`config.mk`:
```
export PLATFORM = sky130hd
export DESIGN_NAME = photoperiod_light_sequencer_unit_flat
export DESIGN_NICKNAME = d
export VERILOG_FILES = /design/src/design/pls_pkg.sv /design/src/design/pls_in_if.sv /design/src/design/pls_out_if.sv /design/src/design/pls_step.sv /design/src/design/photoperiod_light_sequencer_unit.sv /design/src/flat_wrapper.sv
export SDC_FILE = /design/constraint.sdc
export NUM_CORES = 1
export LEC_CHECK = 0
export BUFFER_PORTS_ARGS = -buffer_cell sky130_fd_sc_hd__clkbuf_2
export CELL_PAD_IN_SITES_DETAIL_PLACEMENT = 1
export CELL_PAD_IN_SITES_GLOBAL_PLACEMENT = 1
export CORE_ASPECT_RATIO = 1.4
export CORE_MARGIN = 2
export CORE_UTILIZATION = 48
export DETAILED_ROUTE_END_ITERATION = 16
export PLACE_DENSITY = 0.91
export SLEW_MARGIN = 0
export SYNTH_ARGS = -nofsm -noshare
export SYNTH_HDL_FRONTEND = slang
export SYNTH_SLANG_ARGS = --single-unit
```
`constraint.sdc`:
```
create_clock -name clk -period 11.1 [get_ports clk]
set_input_delay 1.665 -clock clk [delete_from_list [all_inputs] [get_ports clk]]
set_output_delay 1.665 -clock clk [all_outputs]
set_load 0.005 [all_outputs]
```
`src/design/pls_pkg.sv`:
```
// ----------------------------------------------------------------------------
// Photoperiod light sequencer package
// Shared types, codes, constants and the fade tables of the sequencer.
// ----------------------------------------------------------------------------
package pls_pkg;

  localparam int FADE_MINUTES = 10;
  localparam int FADE_IDX_W   = $clog2(FADE_MINUTES + 1);

  localparam logic [7:0]  DUTY_MIN        = 8'd20;
  localparam logic [7:0]  DUTY_MAX        = 8'd255;
  localparam logic [10:0] MINUTES_PER_DAY = 11'd1440;

  localparam logic [10:0] DAY_MINUTES_RESET      = 11'd1080;
  localparam logic [15:0] DOUBLE_PRESS_MS_RESET  = 16'd300;
  localparam logic [7:0]  DIM_HOLD_MINUTES_RESET = 8'd15;

  localparam logic [1:0] CFG_DAY_MINUTES      = 2'd0;
  localparam logic [1:0] CFG_DOUBLE_PRESS_MS  = 2'd1;
  localparam logic [1:0] CFG_DIM_HOLD_MINUTES = 2'd2;

  localparam logic OP_TICK    = 1'b0;
  localparam logic OP_RELEASE = 1'b1;

  typedef enum logic [1:0] {
    MODE_OFF  = 2'd0,
    MODE_HIGH = 2'd1,
    MODE_LOW  = 2'd2,
    MODE_MUTE = 2'd3
  } light_mode_t;

  typedef struct packed {
    logic        operation;
    logic [15:0] gap_ms;
  } pls_in_t;

  typedef struct packed {
    logic [7:0]  pwm_duty;
    logic        light_enable;
    logic [1:0]  light_mode;
    logic        daytime;
    logic [15:0] days_grown;
    logic [10:0] phase_minutes;
    logic [7:0]  dim_left;
  } pls_out_t;

  typedef struct packed {
    logic [10:0] day_minutes;
    logic [15:0] double_press_ms;
    logic [7:0]  dim_hold_minutes;
  } pls_cfg_t;

  typedef struct packed {
    light_mode_t mode;
    logic [7:0]  duty;
    logic        enable;
    logic        is_day;
    logic [10:0] minutes;
    logic [15:0] days;
    logic [7:0]  dim;
  } pls_state_t;

  typedef logic [7:0] fade_tab_t [0:FADE_MINUTES];

  // Duty for each elapsed fade minute, rising from the minimum or falling from full.
  function automatic fade_tab_t fade_table(input logic rising);
    fade_tab_t tab;
    int        pct;
    for (int k = 0; k <= FADE_MINUTES; k++) begin
      pct = k * 100 / FADE_MINUTES;
      if (rising) begin
        tab[k] = 8'(20 + 235 * pct / 100);
      end else begin
        tab[k] = 8'(255 - 235 * pct / 100);
      end
    end
    return tab;
  endfunction

  localparam fade_tab_t FADE_RISE = fade_table(1'b1);
  localparam fade_tab_t FADE_FALL = fade_table(1'b0);

endpackage

```
`src/design/pls_in_if.sv`:
```
// ----------------------------------------------------------------------------
// Photoperiod light sequencer input channel
// Valid/ready channel carrying one tick or button release word.
// ----------------------------------------------------------------------------
interface pls_in_if import pls_pkg::*; ();
  logic    valid;
  logic    ready;
  pls_in_t data;

  modport source (output valid, output data, input ready);
  modport sink (input valid, input data, output ready);
endinterface

```
`src/design/pls_out_if.sv`:
```
// ----------------------------------------------------------------------------
// Photoperiod light sequencer result channel
// Valid/ready channel carrying one light status word.
// ----------------------------------------------------------------------------
interface pls_out_if import pls_pkg::*; ();
  logic     valid;
  logic     ready;
  pls_out_t data;

  modport source (output valid, output data, input ready);
  modport sink (input valid, input data, output ready);
endinterface

```
`src/design/pls_step.sv`:
```
// ----------------------------------------------------------------------------
// Photoperiod light sequencer step logic
// Next light state for one tick or button release word.
// ----------------------------------------------------------------------------
module pls_step import pls_pkg::*; (
  input  pls_state_t state,
  input  pls_cfg_t   cfg,
  input  pls_in_t    item,
  output pls_state_t state_next
);

  logic [10:0]           day_len;
  logic [10:0]           night_len;
  logic [10:0]           phase_len;
  logic [10:0]           minute_inc;
  logic [11:0]           ramp_sum;
  logic [11:0]           ramp_diff;
  logic [FADE_IDX_W-1:0] ramp_step;

  always_comb begin
    day_len    = (cfg.day_minutes > MINUTES_PER_DAY) ? MINUTES_PER_DAY : cfg.day_minutes;
    night_len  = MINUTES_PER_DAY - day_len;
    phase_len  = state.is_day ? day_len : night_len;
    minute_inc = state.minutes + 11'd1;
    ramp_sum   = {1'b0, minute_inc} + 12'(FADE_MINUTES);
    ramp_diff  = ramp_sum - {1'b0, phase_len};
    ramp_step  = ramp_diff[FADE_IDX_W-1:0];

    state_next = state;
    if (item.operation == OP_TICK) begin
      if (state.mode == MODE_LOW) begin
        state_next.dim = state.dim - 8'd1;
        if (state_next.dim == 8'd0) begin
          state_next.mode   = MODE_HIGH;
          state_next.duty   = DUTY_MAX;
          state_next.enable = 1'b1;
        end
      end
      state_next.minutes = minute_inc;
      if (minute_inc > phase_len) begin
        state_next.minutes = 11'd0;
        if (state.is_day) begin
          state_next.enable = 1'b0;
          state_next.mode   = MODE_OFF;
          state_next.is_day = 1'b0;
        end else begin
          state_next.days   = state.days + 16'd1;
          state_next.mode   = MODE_HIGH;
          state_next.duty   = DUTY_MAX;
          state_next.enable = 1'b1;
          state_next.is_day = 1'b1;
        end
      end else if (ramp_sum >= {1'b0, phase_len}) begin
        if (state.is_day && state_next.mode == MODE_HIGH) begin
          state_next.duty   = FADE_FALL[ramp_step];
          state_next.enable = 1'b1;
        end else if (!state.is_day && state_next.mode == MODE_OFF) begin
          state_next.duty   = FADE_RISE[ramp_step];
          state_next.enable = 1'b1;
        end
      end
    end else begin
      if (item.gap_ms <= cfg.double_press_ms && state.mode == MODE_LOW) begin
        state_next.enable = 1'b0;
        state_next.mode   = MODE_MUTE;
      end else if (state.mode == MODE_HIGH) begin
        state_next.duty   = DUTY_MIN;
        state_next.enable = 1'b1;
        state_next.mode   = MODE_LOW;
        state_next.dim    = cfg.dim_hold_minutes;
      end else if (state.mode == MODE_LOW || state.mode == MODE_MUTE) begin
        state_next.mode   = MODE_HIGH;
        state_next.duty   = DUTY_MAX;
        state_next.enable = 1'b1;
      end
    end
  end

endmodule

```
`src/design/photoperiod_light_sequencer_unit.sv`:
```
// ----------------------------------------------------------------------------
// Photoperiod light sequencer
// Runs a grow light through day and night with fades, dimming and muting.
// ----------------------------------------------------------------------------
//  Channel   Direction  Handshake          Word
//  items     in         valid/ready        operation, gap_ms
//  results   out        valid/ready        light status after the word
//  cfg       in         cfg_write strobe   cfg_index, cfg_data
//
// An accepted word gives its result the next cycle; one per cycle unless stalled.
// The light state and the result register are written in the same cycle.
// A waiting result stalls input only if it is not taken in that cycle.
// Synchronous reset restores the light state and the register defaults.
// ----------------------------------------------------------------------------
module photoperiod_light_sequencer_unit import pls_pkg::*; (
  input  logic          clk,
  input  logic          rst,
  pls_in_if.sink        items,
  pls_out_if.source     results,
  input  logic          cfg_write,
  input  logic [1:0]    cfg_index,
  input  logic [15:0]   cfg_data
);

  pls_cfg_t   cfg;
  pls_state_t state;
  pls_state_t state_next;
  pls_out_t   result;
  logic       result_valid;
  logic       accept;

  assign items.ready   = !result_valid || results.ready;
  assign accept        = items.valid && items.ready;
  assign results.valid = result_valid;
  assign results.data  = result;

  pls_step u_step (
    .state      (state),
    .cfg        (cfg),
    .item       (items.data),
    .state_next (state_next)
  );

  always_ff @(posedge clk) begin
    if (rst) begin
      cfg.day_minutes      <= DAY_MINUTES_RESET;
      cfg.double_press_ms  <= DOUBLE_PRESS_MS_RESET;
      cfg.dim_hold_minutes <= DIM_HOLD_MINUTES_RESET;
    end else if (cfg_write) begin
      unique case (cfg_index)
        CFG_DAY_MINUTES:      cfg.day_minutes      <= cfg_data[10:0];
        CFG_DOUBLE_PRESS_MS:  cfg.double_press_ms  <= cfg_data;
        CFG_DIM_HOLD_MINUTES: cfg.dim_hold_minutes <= cfg_data[7:0];
        default: ;
      endcase
    end
  end

  always_ff @(posedge clk) begin
    if (rst) begin
      state.mode    <= MODE_OFF;
      state.duty    <= DUTY_MAX;
      state.enable  <= 1'b0;
      state.is_day  <= 1'b0;
      state.minutes <= 11'd0;
      state.days    <= 16'd0;
      state.dim     <= 8'd0;
      result_valid  <= 1'b0;
    end else begin
      if (accept) begin
        state        <= state_next;
        result_valid <= 1'b1;
      end else if (results.ready) begin
        result_valid <= 1'b0;
      end
    end
  end

  always_ff @(posedge clk) begin
    if (accept) begin
      result.pwm_duty      <= state_next.duty;
      result.light_enable  <= state_next.enable;
      result.light_mode    <= state_next.mode;
      result.daytime       <= state_next.is_day;
      result.days_grown    <= state_next.days;
      result.phase_minutes <= state_next.minutes;
      result.dim_left      <= state_next.dim;
    end
  end

  a_result_follows: assert property (@(posedge clk) disable iff (rst)
    accept |=> result_valid)
    else $error("accepted word gave no result");

  a_muted_dark: assert property (@(posedge clk) disable iff (rst)
    state.mode == MODE_MUTE |-> !state.enable)
    else $error("muted light is switched on");

  a_lit_modes_on: assert property (@(posedge clk) disable iff (rst)
    (state.mode == MODE_HIGH || state.mode == MODE_LOW) |-> state.enable)
    else $error("light in high or low mode is switched off");

  a_dimmed_duty: assert property (@(posedge clk) disable iff (rst)
    state.mode == MODE_LOW |-> state.duty == DUTY_MIN)
    else $error("dimmed light is not at minimum duty");

  a_day_count: assert property (@(posedge clk) disable iff (rst)
    $rose(state.is_day) |-> state.days == 16'($past(state.days) + 16'd1))
    else $error("sunrise did not count a day");

endmodule
```
`src/flat_wrapper.sv`:
```
// flat-port wrapper written by rule: the top's interface ports become plain ports
module photoperiod_light_sequencer_unit_flat import pls_pkg::*;
  (clk, rst, cfg_write, cfg_index, cfg_data, items_valid, items_data, items_ready, results_valid, results_data, results_ready);
  pls_in_if items_i ();
  pls_out_if results_i ();
  input  logic clk;
  input  logic rst;
  input  logic cfg_write;
  input  logic [1:0] cfg_index;
  input  logic [15:0] cfg_data;
  input wire logic [$bits(items_i.valid)-1:0] items_valid;
  input wire logic [$bits(items_i.data)-1:0] items_data;
  output wire logic [$bits(items_i.ready)-1:0] items_ready;
  output wire logic [$bits(results_i.valid)-1:0] results_valid;
  output wire logic [$bits(results_i.data)-1:0] results_data;
  input wire logic [$bits(results_i.ready)-1:0] results_ready;
  assign items_i.valid = items_valid;
  assign items_i.data = items_data;
  assign items_ready = items_i.ready;
  assign results_valid = results_i.valid;
  assign results_data = results_i.data;
  assign results_i.ready = results_ready;
  photoperiod_light_sequencer_unit u_core (.clk(clk), .rst(rst), .items(items_i), .results(results_i), .cfg_write(cfg_write), .cfg_index(cfg_index), .cfg_data(cfg_data));
endmodule
```
==> reports/summary.txt <==
status: completed
critical register-to-register path endpoint: u_core.results.data[31]$_DFFE_PP_
Reg2Reg Depth: 18
CP endpoint kind: register
CTS tree: yes
Mean Syn Cell Area: 8.269 um2
multi-input logic area: 0.004634 mm2
core area: 0.01668 mm2
GRT Total Usage: 26.95%
Final Hold Fails: 0
DP Cell Count: 1226
Post-CTS Setup Inserts: 0
largest net degree at the start of global routing: 68
Psw: 472.6 uW
sw frac: 31.84%
Die X: 113.9 um
number of flops mapped to enable cells by yosys: 47
Period minus WS final: 5.106 ns
setup TNS: 0 ns
Worst EP arrival: 5.28 ns
Post-Syn Area: 0.008120 mm2
register area share after synthesis: 37.84%
r2r startpoint: u_core.cfg[29]$_SDFFE_PP1P_
vias per std cell: 5.972
cell area power density: 160.6 mW/mm2
Num CTS Buffers: 17
total number of vias: 7513
Clk Latency, worst-skew pair: 0.43 ns
top-count cell post-synth: nand2_1
net count after synthesis: 1070
Tot Pwr: 1484 uW
Unique masters post-synth: 82
RSZ-0062 raised after global routing: false
top cell type's share of synthesized area: 20.46%
Sequential cell area: 0.003073 mm2
CTS clock-pin slew for the worst setup and hold paths: 0.06 ns
cell count after synthesis: 982
initial antenna violation count: 0
share of layout cells above drive strength 1: 14.31%
1st-pass router iterations: 5
Seq cells post-synth: 130
Port Buffer Count: 88
final-report setup violation count: 0
Initial Util: 48.69%
GR Util met1: 28.58%
vias in the first global route: 8061
global-route wire length before repair: 38.90 mm
Util after Layout: 55.42%
worst setup path category: register to register
Synth Warn #: 0
GRT met3 Usage: 4.135%
clk root buf: clkbuf_16
P&R area growth vs syn: 13.81%
Required @ worst endpoint: 11.27 ns
GRT overflow: 0
DR iter-0 viols: 385
class of the worst hold path: register to register
ys async rst share: 0%
WL final: 23.30 mm
Final Slew Violations: 0
measured slew at the worst slew-check pin: 0.9431 ns
slew margin rel.: 36.70%
GRT met2 Usage: 51.36%
IO Pins: 89
highest clock rate: 0.1958 GHz
GP Congestion: 0.8593
hold buffers post-CTS: 0
Die H: 157.9 um
wire per inst: 18.52 um
fillers: 2029
R2R Setup Slk: 5.99 ns
CP Max Fanout: 13
top cells by area, synth: dfxtp_1, edfxtp_1, nand2_1, ha_1, a21oi_1
num rows: 56
Synth Flop Type: dfxtp_1
worst IR drop on VDD: 101.1 uV
Final HPWL DP: 16.30 mm
Max Buffers Root-to-Sink: 2
CP Capture Point: u_core.results.data[31]$_DFFE_PP_
DRC: 0
PostCTS Resize Cnt: 0
Internal: 1012 uW
CP Launch Point: u_core.cfg[29]$_SDFFE_PP1P_
final net count: 1130
# diodes: 0
clk sinks: 130
Synth top cells by count: nand2_1, dfxtp_1, nor2_1, a21oi_1, inv_1
most used routing layer: met2
H-Tree Depth: 4
leading area contributor after synthesis: dfxtp_1
Startpoint Class: register
max-cap violations: 0
clk_skew: 0.01129 ns
LEAKAGE: 0.003664 uW
Final ANT Viol Nets: 0
combinational group share of total power: 23.2%
sequential fraction of design power: 37.4%
Tcrit/Tclk final: 46.00%
proportion of power drawn by the clock network: 39.4%
final cell count without fillers: 1258
DIE AREA: 0.01799 mm2
-- flip-flops by register name, indices dropped and copies added (netlist names) --
signal,cells
u_core.results.data,47
u_core.state,47
u_core.cfg,35
u_core.results.valid,1
-- worst max-delay path, stage by stage, from the launching register on --
cell	delay [ns]
dfxtp_1	0.36
o211a_1	0.25
o21ai_0	0.43
nand2_1	0.15
ha_1	0.29
o21ai_0	0.14
o21bai_1	0.12
a221oi_1	0.36
a21oi_1	0.13
o21ba_2	0.23
ha_1	0.32
and4_1	0.29
nand3b_1	0.09
mux2i_1	0.23
nor2_2	0.14
o21ai_1	0.76
nor2_1	0.18
and3_1	0.22
xor2_1	0.14
-- cells by family after synthesis --
group / synth area share (%)
multiplexers: 0.7704
buffers and inverters: 5.085
AND/OR/NAND/NOR: 21.74
XOR/XNOR: 6.148
adder cells (fa/ha/maj): 7.735
AO/OA/AOI/OAI: 20.68
flip-flops: 37.84
-- how the worst min path moves through the flow --
stage          cells after the start                     endpoint  slack [ns]                        start
6_report                           2  u_core.cfg[20]$_SDFFE_PP0P_        0.46  u_core.cfg[20]$_SDFFE_PP0P_
5_1_grt                            2  u_core.cfg[18]$_SDFFE_PP0P_        0.49  u_core.cfg[18]$_SDFFE_PP0P_
4_1_cts                            2  u_core.cfg[20]$_SDFFE_PP0P_        0.46  u_core.cfg[20]$_SDFFE_PP0P_
3_5_place_dp                       2   u_core.cfg[9]$_SDFFE_PP0P_        0.45   u_core.cfg[9]$_SDFFE_PP0P_
3_3_place_gp                       2  u_core.cfg[18]$_SDFFE_PP0P_        0.44  u_core.cfg[18]$_SDFFE_PP0P_
2_1_floorplan                      2  u_core.cfg[12]$_SDFFE_PP0P_        0.44  u_core.cfg[12]$_SDFFE_PP0P_
-- cell type report --
| class | instances | share of cell area [%] |
|---|---|---|
| timing repair buffer | 94 | 5.253 |
| clock buffer | 19 | 4.685 |
| multi-input combinational | 749 | 50.15 |
| sequential | 130 | 33.25 |
| inverter | 50 | 2.031 |
| clock inverter | 13 | 1.882 |
| tap | 203 | 2.748 |
-- power groups by stage --
stage / logic (uW) / registers [uW] / clock network, uW
after CTS: 341 / 555 / 589
final: 344 / 555 / 585
after detailed placement: 336 / 565 / 0
after global placement: 324 / 563 / 0
after floorplan: 251 / 554 / 0
after global routing: 384 / 560 / 610
-- through the flow --
stage | hold WS [ns] | cell area, um2 | setup WS [ns]
floorplan | 0.4363 | 8120 | 6.800
global placement | 0.4408 | 8635 | 6.248
detailed placement | 0.4499 | 8635 | 5.984
CTS | 0.4620 | 9241 | 5.992
global route | 0.4898 | 9241 | 5.451
finish | 0.4602 | 9241 | 5.994
-- per-layer routing --
layer | routed length [um] | up-vias
li1 | - | 3625
met1 | 9363 | 3650
met2 | 12420 | 178
met3 | 726 | 60
met4 | 793 | 0
met5 | 0 | -
-- cell usage in the layout, fill, tap and decap left out, types with 7 or more instances in the layout --
master | netlist | final
dfxtp_1 | 83 | 83
nor3_1 | 28 | 28
or3_1 | 11 | 11
a211oi_1 | 12 | 12
o21ai_1 | 11 | 11
clkbuf_16 | 0 | 17
o211ai_1 | 15 | 15
a31oi_1 | 12 | 12
a21oi_1 | 79 | 79
ha_1 | 47 | 47
o21ai_0 | 39 | 39
nor4_1 | 10 | 10
xnor2_1 | 41 | 41
edfxtp_1 | 47 | 47
nand2_1 | 163 | 163
nand4_1 | 12 | 12
clkbuf_2 | 0 | 88
o22ai_1 | 13 | 13
a21o_1 | 7 | 7
nand3_1 | 30 | 30
xor2_1 | 16 | 16
o31ai_1 | 8 | 8
nor2b_1 | 8 | 8
nor2_1 | 83 | 83
inv_1 | 48 | 47
Power figures use the tool's default switching activity.
